<file path="src/utv_pkg.sv">
// Shared types and constants for the UTF-8 text validator.
`default_nettype none

package utv_pkg;

  localparam int unsigned LenW   = 16;
  localparam int unsigned CountW = LenW + 1;
  localparam int unsigned CpW    = 21;

  localparam logic [LenW-1:0] MaxLengthReset = 16'd16384;

  localparam logic [7:0] Lead2Lo   = 8'hc2;
  localparam logic [7:0] Lead2Hi   = 8'hdf;
  localparam logic [7:0] Lead3Lo   = 8'he0;
  localparam logic [7:0] Lead3Hi   = 8'hef;
  localparam logic [7:0] Lead4Lo   = 8'hf0;
  localparam logic [7:0] Lead4Hi   = 8'hf4;
  localparam logic [7:0] CtrlLimit = 8'd32;
  localparam logic [7:0] DelByte   = 8'd127;
  localparam logic [7:0] SpaceByte = 8'h20;

  localparam logic [CpW-1:0] Min2Byte  = 21'h80;
  localparam logic [CpW-1:0] Min3Byte  = 21'h800;
  localparam logic [CpW-1:0] Min4Byte  = 21'h10000;
  localparam logic [CpW-1:0] MaxPoint  = 21'h10ffff;
  localparam logic [CpW-1:0] SurrLo    = 21'hd800;
  localparam logic [CpW-1:0] SurrHi    = 21'hdfff;

  // Register indexes on the configuration port.
  localparam logic CfgMaxLength       = 1'b0;
  localparam logic CfgRequireNonblank = 1'b1;

  typedef enum logic [2:0] {
    ERR_NONE      = 3'd0,
    ERR_TOO_LONG  = 3'd1,
    ERR_BLANK     = 3'd2,
    ERR_CONTROL   = 3'd3,
    ERR_BAD_LEAD  = 3'd4,
    ERR_BAD_CONT  = 3'd5,
    ERR_TRUNCATED = 3'd6,
    ERR_BAD_POINT = 3'd7
  } err_kind_t;

  typedef enum logic [1:0] {
    SEQ_NONE  = 2'd0,
    SEQ_TWO   = 2'd1,
    SEQ_THREE = 2'd2,
    SEQ_FOUR  = 2'd3
  } seq_class_t;

  typedef struct packed {
    logic [7:0] data_byte;
    logic       has_byte;
    logic       end_of_text;
  } item_t;

  typedef struct packed {
    logic [LenW-1:0] max_length;
    logic            require_nonblank;
  } cfg_t;

  typedef struct packed {
    logic      text_ok;
    err_kind_t error_kind;
  } result_t;

endpackage

`default_nettype wire

</file>
<file path="src/utv_in_stage.sv">
// Input register stage: holds one accepted request until the checker takes it.
`default_nettype none

module utv_in_stage
  import utv_pkg::*;
(
  input  wire   clk,
  input  wire   rst_n,
  input  wire   in_valid,
  output logic  in_ready,
  input  item_t in_item,
  input  wire   take,
  output logic  item_valid,
  output item_t item
);

  logic  valid_r;
  logic  valid_nxt;
  item_t item_r;

  assign in_ready = !valid_r || take;

  always_comb begin
    valid_nxt = valid_r;
    if (in_valid && in_ready) begin
      valid_nxt = 1'b1;
    end else if (take) begin
      valid_nxt = 1'b0;
    end
  end

  always_ff @(posedge clk) begin
    if (!rst_n) begin
      valid_r <= 1'b0;
    end else begin
      valid_r <= valid_nxt;
    end
  end

  always_ff @(posedge clk) begin
    if (in_valid && in_ready) begin
      item_r <= in_item;
    end
  end

  assign item_valid = valid_r;
  assign item       = item_r;

endmodule

`default_nettype wire

</file>
<file path="src/utv_check.sv">
// String state and the per-byte UTF-8, length and blank checks.
`default_nettype none

module utv_check
  import utv_pkg::*;
(
  input  wire     clk,
  input  wire     rst_n,
  input  cfg_t    cfg,
  input  wire     step,
  input  item_t   item,
  output result_t result
);

  logic [CountW-1:0] count_r, count_nxt;
  logic [1:0]        pending_r, pending_nxt;
  logic [CpW-1:0]    acc_r, acc_nxt;
  seq_class_t        class_r, class_nxt;
  err_kind_t         ferr_r, ferr_nxt;
  logic              spaces_r, spaces_nxt;

  logic [7:0]        c;
  logic [CpW-1:0]    acc_shift;
  logic [CpW-1:0]    minimum;
  err_kind_t         ferr_end;

  assign c         = item.data_byte;
  assign acc_shift = {acc_r[CpW-7:0], c[5:0]};

  always_comb begin
    case (class_r)
      SEQ_TWO:   minimum = Min2Byte;
      SEQ_THREE: minimum = Min3Byte;
      default:   minimum = Min4Byte;
    endcase
  end

  always_comb begin
    count_nxt   = count_r;
    pending_nxt = pending_r;
    acc_nxt     = acc_r;
    class_nxt   = class_r;
    ferr_nxt    = ferr_r;
    spaces_nxt  = spaces_r;
    ferr_end    = ERR_NONE;
    result      = '{text_ok: 1'b1, error_kind: ERR_NONE};

    if (item.has_byte) begin
      if (count_r <= {1'b0, cfg.max_length}) begin
        count_nxt = count_r + 1'b1;
      end
      if (c != SpaceByte) begin
        spaces_nxt = 1'b0;
      end
      if (ferr_r == ERR_NONE) begin
        if (pending_r == 2'd0) begin
          if (c < CtrlLimit || c == DelByte) begin
            ferr_nxt = ERR_CONTROL;
          end else if (!c[7]) begin
            ferr_nxt = ERR_NONE;
          end else if (c >= Lead2Lo && c <= Lead2Hi) begin
            acc_nxt     = {16'd0, c[4:0]};
            class_nxt   = SEQ_TWO;
            pending_nxt = 2'd1;
          end else if (c >= Lead3Lo && c <= Lead3Hi) begin
            acc_nxt     = {17'd0, c[3:0]};
            class_nxt   = SEQ_THREE;
            pending_nxt = 2'd2;
          end else if (c >= Lead4Lo && c <= Lead4Hi) begin
            acc_nxt     = {18'd0, c[2:0]};
            class_nxt   = SEQ_FOUR;
            pending_nxt = 2'd3;
          end else begin
            ferr_nxt = ERR_BAD_LEAD;
          end
        end else if (c[7:6] != 2'b10) begin
          ferr_nxt = ERR_BAD_CONT;
        end else begin
          acc_nxt     = acc_shift;
          pending_nxt = pending_r - 2'd1;
          // The last continuation byte closes the sequence: check its range.
          if (pending_r == 2'd1 &&
              (acc_shift < minimum || acc_shift > MaxPoint ||
               (acc_shift >= SurrLo && acc_shift <= SurrHi))) begin
            ferr_nxt = ERR_BAD_POINT;
          end
        end
      end
    end

    if (item.end_of_text) begin
      ferr_end = ferr_nxt;
      if (ferr_nxt == ERR_NONE && pending_nxt != 2'd0) begin
        ferr_end = ERR_TRUNCATED;
      end
      if (count_nxt > {1'b0, cfg.max_length}) begin
        result.error_kind = ERR_TOO_LONG;
      end else if (cfg.require_nonblank && spaces_nxt) begin
        result.error_kind = ERR_BLANK;
      end else begin
        result.error_kind = ferr_end;
      end
      result.text_ok = (result.error_kind == ERR_NONE);

      count_nxt   = '0;
      pending_nxt = 2'd0;
      acc_nxt     = '0;
      class_nxt   = SEQ_NONE;
      ferr_nxt    = ERR_NONE;
      spaces_nxt  = 1'b1;
    end
  end

  always_ff @(posedge clk) begin
    if (!rst_n) begin
      count_r   <= '0;
      pending_r <= 2'd0;
      acc_r     <= '0;
      class_r   <= SEQ_NONE;
      ferr_r    <= ERR_NONE;
      spaces_r  <= 1'b1;
    end else if (step) begin
      count_r   <= count_nxt;
      pending_r <= pending_nxt;
      acc_r     <= acc_nxt;
      class_r   <= class_nxt;
      ferr_r    <= ferr_nxt;
      spaces_r  <= spaces_nxt;
    end
  end

endmodule

`default_nettype wire

</file>
<file path="src/utf8_text_validator.sv">
// Top level of the UTF-8 text validator: config registers, stages and result register.
// A request carrying the end mark passes the input stage and then the result register.
// Throughput: one byte per cycle; the string state registers update once per byte.
// A waiting result does not block the next byte unless that byte also ends a string.
// Reset (synchronous, rst_n low) empties both stages, clears the string state and
// sets max_length to 16384 and require_nonblank to 1.
`default_nettype none

module utf8_text_validator
  import utv_pkg::*;
(
  input  wire         clk,
  input  wire         rst_n,
  input  wire         in_tvalid,
  output logic        in_tready,
  input  wire  [7:0]  in_tdata,   // [7:0] data_byte
  input  wire         in_tuser,   // [0] has_byte
  input  wire         in_tlast,   // end_of_text
  output logic        out_tvalid,
  input  wire         out_tready,
  output logic [7:0]  out_tdata,  // [0] text_ok, [3:1] error_kind, [7:4] zero
  input  wire         cfg_we,
  input  wire         cfg_addr,
  input  wire  [15:0] cfg_wdata
);

  cfg_t    cfg_r;
  item_t   in_item;
  item_t   item;
  logic    item_valid;
  logic    take;
  logic    out_free;
  result_t result;
  result_t res_r;
  logic    out_valid_r, out_valid_nxt;

  assign in_item = '{data_byte: in_tdata, has_byte: in_tuser, end_of_text: in_tlast};

  always_ff @(posedge clk) begin
    if (!rst_n) begin
      cfg_r <= '{max_length: MaxLengthReset, require_nonblank: 1'b1};
    end else if (cfg_we) begin
      case (cfg_addr)
        CfgMaxLength:       cfg_r.max_length       <= cfg_wdata;
        CfgRequireNonblank: cfg_r.require_nonblank <= cfg_wdata[0];
        default:            cfg_r                  <= cfg_r;
      endcase
    end
  end

  assign out_free = !out_valid_r || out_tready;
  assign take     = item_valid && (!item.end_of_text || out_free);

  utv_in_stage u_in_stage (
    .clk        (clk),
    .rst_n      (rst_n),
    .in_valid   (in_tvalid),
    .in_ready   (in_tready),
    .in_item    (in_item),
    .take       (take),
    .item_valid (item_valid),
    .item       (item)
  );

  utv_check u_check (
    .clk    (clk),
    .rst_n  (rst_n),
    .cfg    (cfg_r),
    .step   (take),
    .item   (item),
    .result (result)
  );

  always_comb begin
    out_valid_nxt = out_valid_r;
    if (take && item.end_of_text) begin
      out_valid_nxt = 1'b1;
    end else if (out_tready) begin
      out_valid_nxt = 1'b0;
    end
  end

  always_ff @(posedge clk) begin
    if (!rst_n) begin
      out_valid_r <= 1'b0;
    end else begin
      out_valid_r <= out_valid_nxt;
    end
  end

  always_ff @(posedge clk) begin
    if (take && item.end_of_text) begin
      res_r <= result;
    end
  end

  assign out_tvalid = out_valid_r;
  assign out_tdata  = {4'd0, res_r.error_kind, res_r.text_ok};

endmodule

`default_nettype wire
</file>
<file path="config.mk">
export PLATFORM = sky130hd
export DESIGN_NAME = utf8_text_validator
export DESIGN_NICKNAME = d
export VERILOG_FILES = /design/src/utv_pkg.sv /design/src/utv_in_stage.sv /design/src/utv_check.sv /design/src/utf8_text_validator.sv
export SDC_FILE = /design/constraint.sdc
export NUM_CORES = 1
export LEC_CHECK = 0
export ABC_AREA = 1
export BUFFER_PORTS_ARGS = -buffer_cell sky130_fd_sc_hd__buf_2
export CELL_PAD_IN_SITES_DETAIL_PLACEMENT = 0
export CELL_PAD_IN_SITES_GLOBAL_PLACEMENT = 1
export CORE_UTILIZATION = 45
export CTS_BUF_LIST = sky130_fd_sc_hd__clkbuf_8
export DETAILED_ROUTE_END_ITERATION = 10
export HOLD_SLACK_MARGIN = 0.03
export PLACE_DENSITY_LB_ADDON = 0.3
export SETUP_SLACK_MARGIN = 0.2
export SLEW_MARGIN = 5
export SYNTH_ARGS = -nofsm -noshare
export SYNTH_HDL_FRONTEND = slang
export SYNTH_SLANG_ARGS = --single-unit
</file>
<file path="constraint.sdc">
create_clock -name clk -period 3.9 [get_ports clk]
set_input_delay 0.39 -clock clk [delete_from_list [all_inputs] [get_ports clk]]
set_output_delay 0.39 -clock clk [all_outputs]
set_load 0.01 [all_outputs]
</file>
Word-level counts from Yosys, hierarchy flattened
Cells that the tools add are included.
W data, S select, Z words.
{ "totals": {"out_inout_bits": 10, "n_memories": 0, "word_cells": 132, "romBits": 0, "input_bits": 32, "ff_bits": 73, "ram_bits": 0, "latchBits": 0} }
{ "op_classes": {"reduce_logical": 35, "n_shift": 0, "multipliers": 0, "div_mod_pow": 0, "mux": 55, "n_lt_le_gt_ge": 13, "n_addsub": 2, "n_eq_ne": 11, "bitwise": 1} }
{ "ops": {"columns": ["op", "count"], "rows": [
  ["$mux W15", 10],
  ["$mux W17", 3],
  ["$mux W3", 15],
  ["$mux W2", 19],
  ["$pmux W17 S2", 1],
  ["$ge A8 B8 Y1 const B", 3],
  ["$le A8 B8 Y1 const B", 3],
  ["$ge A21 B16 Y1 const B", 1],
  ["$gt A21 B21 Y1 const B", 1],
  ["$le A21 B16 Y1 const B", 1],
  ["$lt A21 B17 Y1", 1],
  ["$add A17 B1 Y17 const B", 1],
  ["$gt A17 B16 Y1", 1],
  ["$le A17 B16 Y1", 1],
  ["$reduce_and A7 Y1", 2],
  ["$reduce_bool A2 Y1", 7],
  ["$logic_and A1 B1 Y1", 10],
  ["$logic_not A3 Y1", 3],
  ["$eq A8 B7 Y1 const B", 1],
  ["$lt A8 B6 Y1 const B", 1],
  ["$ne A8 B6 Y1 const B", 1],
  ["$mux W1", 7],
  ["$logic_or A1 B1 Y1", 6],
  ["$ne A3 B3 Y1 const B", 2],
  ["other kinds (11)", 16]
]} }

Longest topological paths before layout
Gate-level depths: netlist (run 1).
{ "logic_depth": {"word_depth": 18, "depth_mapped": 34} }

By module
From an unflattened synthesis (run 1), not the netlist that was laid out.
{ "hier_totals": {"cells_unflattened": 712, "area_unflattened_um2": 4954.8} }
{ "by_module_without_submodules": {"columns": ["module", "cells_each", "area_each_um2", "seq_area_each_um2", "n_inst"], "rows": [
  ["utv_check", 566, 3648.5, 800.8, 1],
  ["utf8_text_validator", 129, 954.7, 480.5, 1],
  ["utv_in_stage", 17, 351.6, 320.3, 1]
]} }

Worst setup path before layout (run 1)
OpenSTA, ideal clock, no wires.
{ "synth_timing": {"path_type": "register to register", "from": "register u_check.count_r[8]", "to": "register res_r (netlist bit out_tdata[0]), data pin", "arrival_ns": 2.843, "path_slack_ns": 0.805, "path_stages_with_launch": 30, "synth_period_minus_slack_ns": 3.095, "n_path_buf": 0, "path_cell_list": "dfxtp_1 > ha_1 > a21o_1 > nor2_1 > nand2_1 > nand2_1 > nand3_2 > nand2_4 > nand2_8 > inv_4 > nand2_2 > xor2_2 > ha_1 > nand2_1 > nor2_1 > nand2_1 > nand3_1 > nand2_1 > nand2_1 > nand2_1 > nand2_1 > nand2_1 > nand2_1 > nand2_1 > nand2_1 > nand2_1 > nand3_1 > nand2_1 > nand2_1 > nor2_2"} }
{ "synth_between": {"elab_chain_len": 7} }
{ "synth_lines": {"columns": ["element", "line_no", "text"], "rows": [
  ["start, declared", "utv_check.sv:15", "logic [CountW-1:0] count_r, count_nxt;"],
  ["start signal, assigned", "utv_check.sv:123", "count_r <= count_nxt;"],
  ["$add A17 B1 Y17 or $le A17 B16 Y1 (tied branches)", "utv_check.sv:50, utv_check.sv:49", null],
  ["$mux W17", "utv_check.sv:49", "if (count_r <= {1'b0, cfg.max_length}) begin"],
  ["$mux W17 (*)", "utv_check.sv:48", "if (item.has_byte) begin"],
  ["$gt A17 B16 Y1 (*)", "utv_check.sv:96", "if (count_nxt > {1'b0, cfg.max_length}) begin"],
  ["$mux W3 (*)", "utv_check.sv:96", null],
  ["$mux W3 (*)", "utv_check.sv:91", "if (item.end_of_text) begin"],
  ["$logic_not A3 Y1 (*)", "utv_check.sv:103", "result.text_ok = (result.error_kind == ERR_NONE);"],
  ["end signal, assigned", "utf8_text_validator.sv:93", "res_r <= result;"],
  ["end, declared", "utf8_text_validator.sv:34", "result_t res_r;"]
]} }
Every way passes the cells marked *; elsewhere a longest branch is shown, timed or not. The select of a mux whose other input is x is not followed.
A chain may end at the register's enable or synchronous reset.

Worst setup path in the final report (run 1)
{ "layout_timing": {"from": "register u_check.count_r[10]", "to": "register res_r (netlist bit out_tdata[0]), data pin"} }
Same word-level chain as after synthesis.

==> flow_summary.yaml, run 1 <==
outcome:
  run_status: "completed"
run:
  maxCapViolations: 0
timing:
  period_minus_slack_ns: 3.48
  timing.final.hold_violations: 0
  timing_worst_slew_pin_value_ns: 0.978
  relative_slew_slack: 0.347
  unrepaired_setup_endpoints_after_global_routing: "no"
  setup_viol: 0
  fin_crit_sh: 0.893
  setup-tns-final_ns: 0
  skew_ns: 0.0138
  drv_slew: 0
  timing.fmax_mhz: 287
critical_path:
  worstSetupPathType: "flop to flop"
  largest_fanout_on_the_critical_path: 6
  critPathCaptureType: "flop"
  worstPathArrival_ns: 3.62
  worst-endpoint-required_ns: 4.04
  timing.critical_path.from_type: "flop"
logic_synthesis:
  yosys.cell_count.top_type: "sky130_fd_sc_hd__nand2_1"
  synthCells: 662
  postSynthAreaPerCell_um2: 7.26
  synth.area.top_cells: "sky130_fd_sc_hd__dfxtp_1, sky130_fd_sc_hd__nand2_1, sky130_fd_sc_hd__ha_1"
  synth_unique_cells: 51
  synth_top_flop_cell: "sky130_fd_sc_hd__dfxtp_1"
  synthesis.yosys.warnings: 0
  yosysSeqAreaShare: 0.333
  synth_enable_flop_cells: 14
  synthesis.area_um2: 4810
  yosys.area.top_type_share: 0.246
  synth_common_cells: "sky130_fd_sc_hd__nand2_1, sky130_fd_sc_hd__inv_1, sky130_fd_sc_hd__a21oi_1"
  postSynthRegisterBits: 73
  area_leader_netlist: "sky130_fd_sc_hd__dfxtp_1"
  async_flop_share: 0
drt:
  count_of_vias_placed_by_the_detailed_router: 4387
  via_per_inst: 5.14
  detailedRoute.firstIterationViolations: 153
  route.detailed.wl_per_inst_um: 14.0
  detail-route-antenna-nets: 0
  wl_um: 12000
  drc: 0
  first_pass_iters: 4
placement:
  place.detailed.instances: 828
  gp_routability_congestion: 0.884
  dp_hpwl_um: 9000
  placed_cell_area_um2: 5160
  placement.io_buffers: 37
power:
  share_clk_of_total_power: 0.363
  static-leakage-power_uw: 0.00251
  internal-power_uw: 1240
  swShare: 0.306
  share_comb_of_total_power: 0.178
  max-vdd-ir-drop_uv: 226
  sequentialPowerShare: 0.459
  net-switching-power_uw: 546
  power_density_nw_per_um2: 321
clock_tree:
  cts.clk_slew.worst_paths_ns: 0.09
  cts_made_buffers: 9
  number_of_hold_repair_buffers_added_at_the_cts_stage: 0
  clkSinkCount: 73
  cts_tree: "yes"
  htreeDepth: 3
  clock_path_buffers: 2
  clk-insertion-delay-late_ns: 0.37
  cts_root_buffer: "sky130_fd_sc_hd__clkbuf_8"
global_route:
  aggregate_global_routing_overflow: 0
  busiest_layer: "met2"
  globalRouteMet1Util: 0.287
  grt_pass1_wl_um: 19700
  grt_use_met3: 0.0433
  global_route.usage.met2: 0.381
  number_of_antenna_violations_at_the_first_check_in_global_routing: 0
  largest_net_degree_at_the_start_of_global_routing: 38
  all_layer_gr_usage: 0.226
  via_count_of_the_first_global_routing_pass: 4164
finish:
  final-instance-count-excl-fill: 854
  design.final.nets: 784
  syn_to_final_growth_pct: 15.7
  inserted_diodes: 0
  drive_above_1_share: 0.214
  finalInstanceArea_um2: 5560
floorplanning:
  floorplan.io_pins: 42
  die_w_um: 105
  die_area_um2: 11100
  rows: 37
  fp.dieH_um: 105
  coreArea_um2: 10300
  start_util: 0.466
min_path:
  class_of_the_tightest_hold_or_removal_check: "input pin to flop"
## final cells by class
cell class / count / area (um2)
tap: 136 / 170
multi-input combinational: 482 / 2880
inverter: 87 / 334
sequential: 73 / 1610
fill: 1031 / 4760
clock inverter: 6 / 72.6
timing repair buffer: 60 / 358
clock buffer: 10 / 138
## power by group through the flow
stage	combinational (uW)	sequential (uW)	clock [uW]
3_3_place_gp	284	835	0
2_1_floorplan	212	830	0
6_report	317	819	648
3_5_place_dp	289	835	0
4_1_cts	292	818	661
5_1_grt	358	823	698
## critical path, cell delays in order (launching register included)
cell	delay, ns
sky130_fd_sc_hd__dfxtp_1	0.40
sky130_fd_sc_hd__ha_4	0.30
sky130_fd_sc_hd__nand4_1	0.17
sky130_fd_sc_hd__nor3b_2	0.31
sky130_fd_sc_hd__nand3b_4	0.15
sky130_fd_sc_hd__nand2_8	0.12
sky130_fd_sc_hd__nand2_8	0.09
sky130_fd_sc_hd__inv_8	0.08
sky130_fd_sc_hd__nand2_2	0.06
sky130_fd_sc_hd__xor2_2	0.15
sky130_fd_sc_hd__ha_1	0.30
sky130_fd_sc_hd__nand2_1	0.09
sky130_fd_sc_hd__nor2_4	0.12
sky130_fd_sc_hd__nand2_1	0.05
sky130_fd_sc_hd__nand3_1	0.08
sky130_fd_sc_hd__nand2_1	0.05
sky130_fd_sc_hd__nand2_1	0.10
sky130_fd_sc_hd__nand2_1	0.06
sky130_fd_sc_hd__nand2_1	0.05
sky130_fd_sc_hd__nand2_1	0.04
sky130_fd_sc_hd__nand2_1	0.05
sky130_fd_sc_hd__nand2_1	0.05
sky130_fd_sc_hd__nand2_1	0.06
sky130_fd_sc_hd__nand2_2	0.07
sky130_fd_sc_hd__nand3_1	0.07
sky130_fd_sc_hd__nand2_1	0.06
sky130_fd_sc_hd__nand2_1	0.10
sky130_fd_sc_hd__nor2_2	0.04
## stage by stage
step / power (uW) / util / setup slack, ns / hold slack (ns)
floorplan: 1040 / - / 0.805 / 0.429
global placement: 1120 / 0.499 / 0.133 / 0.450
detailed placement: 1120 / 0.499 / 0.114 / 0.462
CTS: 1770 / 0.521 / 0.215 / 0.176
global route: 1880 / 0.539 / 0.184 / 0.169
finish: 1780 / 0.539 / 0.416 / 0.189
## worst paths after layout
| kind | start | end | slack, ns | cells past startpoint |
|---|---|---|---|---|
| max | u_check.count_r[10]$_SDFFE_PN0P_ | out_tdata[0]$_SDFFCE_PN1P_ | 0.42 | 27 |
| min | in_tuser | u_in_stage.item[1]$_DFFE_PP_ | 0.19 | 1 |
| max reg2reg | u_check.count_r[10]$_SDFFE_PN0P_ | out_tdata[0]$_SDFFCE_PN1P_ | 0.42 | 27 |
| min reg2reg | u_check.spaces_r$_SDFFE_PN1P_ | u_check.spaces_r$_SDFFE_PN1P_ | 0.47 | 2 |
## placed cells by master, fill, tap and decap left out, types with 4 or more instances in the layout
cell                       count
sky130_fd_sc_hd__nand2_1     156
sky130_fd_sc_hd__inv_1        75
sky130_fd_sc_hd__a21oi_1      64
sky130_fd_sc_hd__dfxtp_1      54
sky130_fd_sc_hd__nor2_1       48
sky130_fd_sc_hd__nand3_1      39
sky130_fd_sc_hd__buf_2        37
sky130_fd_sc_hd__ha_1         35
sky130_fd_sc_hd__o21ai_0      25
sky130_fd_sc_hd__buf_4        23
sky130_fd_sc_hd__edfxtp_1     14
sky130_fd_sc_hd__nand2_2      13
sky130_fd_sc_hd__clkbuf_8     10
sky130_fd_sc_hd__inv_2         9
sky130_fd_sc_hd__o21ai_1       8
sky130_fd_sc_hd__a21oi_2       8
sky130_fd_sc_hd__a211oi_1      8
sky130_fd_sc_hd__nand4_1       7
sky130_fd_sc_hd__xor2_1        7
sky130_fd_sc_hd__nor2_2        6
sky130_fd_sc_hd__nor2_4        6
sky130_fd_sc_hd__nor3_2        5
sky130_fd_sc_hd__dfxtp_2       5
sky130_fd_sc_hd__ha_4          4
sky130_fd_sc_hd__conb_1        4
## cells by family (layout without fill, tap and decap cells)
group                      after synthesis  count (layout)  synth area share
xor gates and xnor gates                14              14            0.0302
AOI/OAI and AO/OA                      125             125             0.147
other                                    1               4          0.000780
DFF                                     73              73             0.333
buffers and inverters                  111             163            0.0940
adders and majority gates               39              39             0.102
and+or+nand+nor                        299             300             0.293
## registers in the layout (all words and copies together) (netlist names), 2 cells and up
name,flops
u_check.count_r,17
u_in_stage.item,10
cfg_r,17
u_check.pending_r,2
out_tdata,4
u_check.acc_r,15
u_check.class_r,2
u_check.ferr_r,3
## layer usage
layer,share of wire,vias up
met3,0.031,17
met4,0.022,0
li1,-,2258
met2,0.48,74
met5,0,-
met1,0.47,2038
## timing repair
item,in CTS,in global routing
setup endpoints to repair,1,4
cloned,0,1
pin swaps,0,7
resized for setup,2,25
buffers inserted,0,9
(Power assumes the default switching activity.)
==> inputs of run 2 (changes only) <==
--- a/config.mk
+++ b/config.mk
@@ -9,12 +9,13 @@
 export BUFFER_PORTS_ARGS = -buffer_cell sky130_fd_sc_hd__buf_2
 export CELL_PAD_IN_SITES_DETAIL_PLACEMENT = 0
 export CELL_PAD_IN_SITES_GLOBAL_PLACEMENT = 1
+export CORE_ASPECT_RATIO = 1.1
 export CORE_UTILIZATION = 45
 export CTS_BUF_LIST = sky130_fd_sc_hd__clkbuf_8
 export DETAILED_ROUTE_END_ITERATION = 10
 export HOLD_SLACK_MARGIN = 0.03
 export PLACE_DENSITY_LB_ADDON = 0.3
-export SETUP_SLACK_MARGIN = 0.2
+export REMOVE_ABC_BUFFERS = 1
 export SLEW_MARGIN = 5
 export SYNTH_ARGS = -nofsm -noshare
 export SYNTH_HDL_FRONTEND = slang
==> run 2 against run 1 <==
Against the previous run:
- total power shrank 4.0%
- first-iteration DRC count up 29%
- wire length is 2.5% lower
- via count fell by 1.5%
- sequential share of layout area is 0.25 points higher
- utilization fell by 0.94 points
- worst setup slack worse by 0.086 ns
- largest cell class unchanged
- largest power group unchanged
==> flow_summary.yaml, run 2 (synthesis gave the netlist of run 1 again) <==
critical_path:
  timing.critical_path.from_type: "flop"
  worst-endpoint-required_ns: 4.02
  timing.critical_path.slowest_cell_delay_ns: 0.31
  worstRegToRegCells: 28
  critPathSlowestCell: "sky130_fd_sc_hd__dfxtp_1"
  largest_fanout_on_the_critical_path: 6
  critPathCaptureType: "flop"
  crit_top_cell: "sky130_fd_sc_hd__nand2_1"
  worstSetupPathType: "flop to flop"
  worstPathArrival_ns: 3.69
drt:
  detailedRoute.firstIterationViolations: 197
  first_pass_iters: 4
  count_of_vias_placed_by_the_detailed_router: 4323
  detail-route-antenna-nets: 0
  via_per_inst: 5.03
  wl_um: 11700
  drc: 0
  route.detailed.wl_per_inst_um: 13.6
timing:
  timing.fmax_mhz: 280
  period_minus_slack_ns: 3.57
  least_setup_slack_across_all_paths_after_layout_ns: 0.330
  relative_slew_slack: 0.388
  setup_viol: 0
  timing_worst_slew_pin_value_ns: 0.916
  fin_crit_sh: 0.915
  drv_slew: 0
  skew_ns: 0.00945
  timing.final.hold_violations: 0
floorplanning:
  die_area_um2: 11100
  fp.dieH_um: 110
  floorplan.io_pins: 42
  start_util: 0.463
  rows: 39
  die_w_um: 101
  coreArea_um2: 10400
clock_tree:
  cts_made_buffers: 9
  htreeDepth: 3
  cts_root_buffer: "sky130_fd_sc_hd__clkbuf_8"
  cts_tree: "yes"
  cts.clk_slew.worst_paths_ns: 0.08
  clk-insertion-delay-late_ns: 0.36
  clock_path_buffers: 2
  clkSinkCount: 73
placement:
  place.detailed.instances: 833
  placed_cell_area_um2: 5150
  placement.io_buffers: 37
  gp_routability_congestion: 0.852
  dp_hpwl_um: 8560
  dpl_worst_slack_ns: 0.0365
outcome:
  run_status: "completed"
global_route:
  via_count_of_the_first_global_routing_pass: 4094
  number_of_antenna_violations_at_the_first_check_in_global_routing: 0
  grt_pass1_wl_um: 19100
  largest_net_degree_at_the_start_of_global_routing: 38
  all_layer_gr_usage: 0.217
  aggregate_global_routing_overflow: 0
finish:
  finalInstanceArea_um2: 5500
  syn_to_final_growth_pct: 14.5
  inserted_diodes: 0
  final_common_cell: "sky130_fd_sc_hd__nand2_1"
  drive_above_1_share: 0.192
  utilization: 0.530
  mostFrequentLayoutCells: "sky130_fd_sc_hd__nand2_1, sky130_fd_sc_hd__inv_1, sky130_fd_sc_hd__a21oi_1"
  design.final.nets: 783
  fillCellCount: 1053
  final-instance-count-excl-fill: 860
  registers_with_the_most_flip_flops: "cfg_r: 17 flops, u_check.count_r: 17 flops, u_check.acc_r: 15 flops"
min_path:
  whs_path_depth: 1
  class_of_the_tightest_hold_or_removal_check: "input pin to flop"
power:
  static-leakage-power_uw: 0.00250
  max-vdd-ir-drop_uv: 208
  power_density_nw_per_um2: 311
  post-layout-total-power_uw: 1710
run:
  maxCapViolations: 0
## run 2: metrics by stage
| step | setup TNS, ns | hold slack (ns) |
|---|---|---|
| global placement | 0 | 0.446 |
| floorplan | 0 | 0.429 |
| detailed placement | 0 | 0.451 |
| finish | 0 | 0.209 |
| global route | -0.00578 | 0.197 |
| CTS | 0 | 0.200 |
## run 2: where the power goes
| part | switching [uW] | leakage, uW | internal, uW | total [uW] |
|---|---|---|---|---|
| logic | 193 | 0.00178 | 116 | 309 |
| registers | 21.6 | 0.000615 | 798 | 820 |
| clock network | 295 | 0.000102 | 290 | 585 |
## run 2: repair_timing
action	CTS	global route
endpoints found under the setup margin	0	4
hold buffers	0	0
resized for setup	0	13
buffers inserted	0	10
## run 2: worst paths after layout
| check | to | start | slack, ns |
|---|---|---|---|
| worst max-delay path | out_tdata[0]$_SDFFCE_PN1P_ | cfg_r[13]$_SDFFE_PN0P_ | 0.33 |
| worst max register to register | out_tdata[0]$_SDFFCE_PN1P_ | cfg_r[13]$_SDFFE_PN0P_ | 0.33 |
| worst min register to register | u_check.spaces_r$_SDFFE_PN1P_ | u_check.spaces_r$_SDFFE_PN1P_ | 0.47 |
| worst min-delay path | u_in_stage.item[9]$_DFFE_PP_ | in_tdata[7] | 0.21 |
## run 2: per-layer routing
metal / track usage / wire length, um
met4: 0.0763 / 279
met5: 0 / 0
met2: 0.369 / 5800
met1: 0.270 / 5320
met3: 0.0399 / 291
## run 2: final cells by class
class | instances | area, um2 | area share
multi-input cells | 482 | 2850 | 0.518
flip-flops and latches | 73 | 1600 | 0.291
repair buffers | 59 | 350 | 0.0637
inverters | 87 | 334 | 0.0607
well taps | 143 | 179 | 0.0325
clock buffers | 9 | 124 | 0.0225
clock inverters | 7 | 63.8 | 0.0116
## run 2: critical path, delay by kind of cell, from the launching register on
family,cells,cell delay [ns]
AND/OR/NAND/NOR,23,2.08
adder cells (fa/ha/maj),2,0.58
flip-flops,1,0.31
buffers and inverters,2,0.20
XOR/XNOR,1,0.15
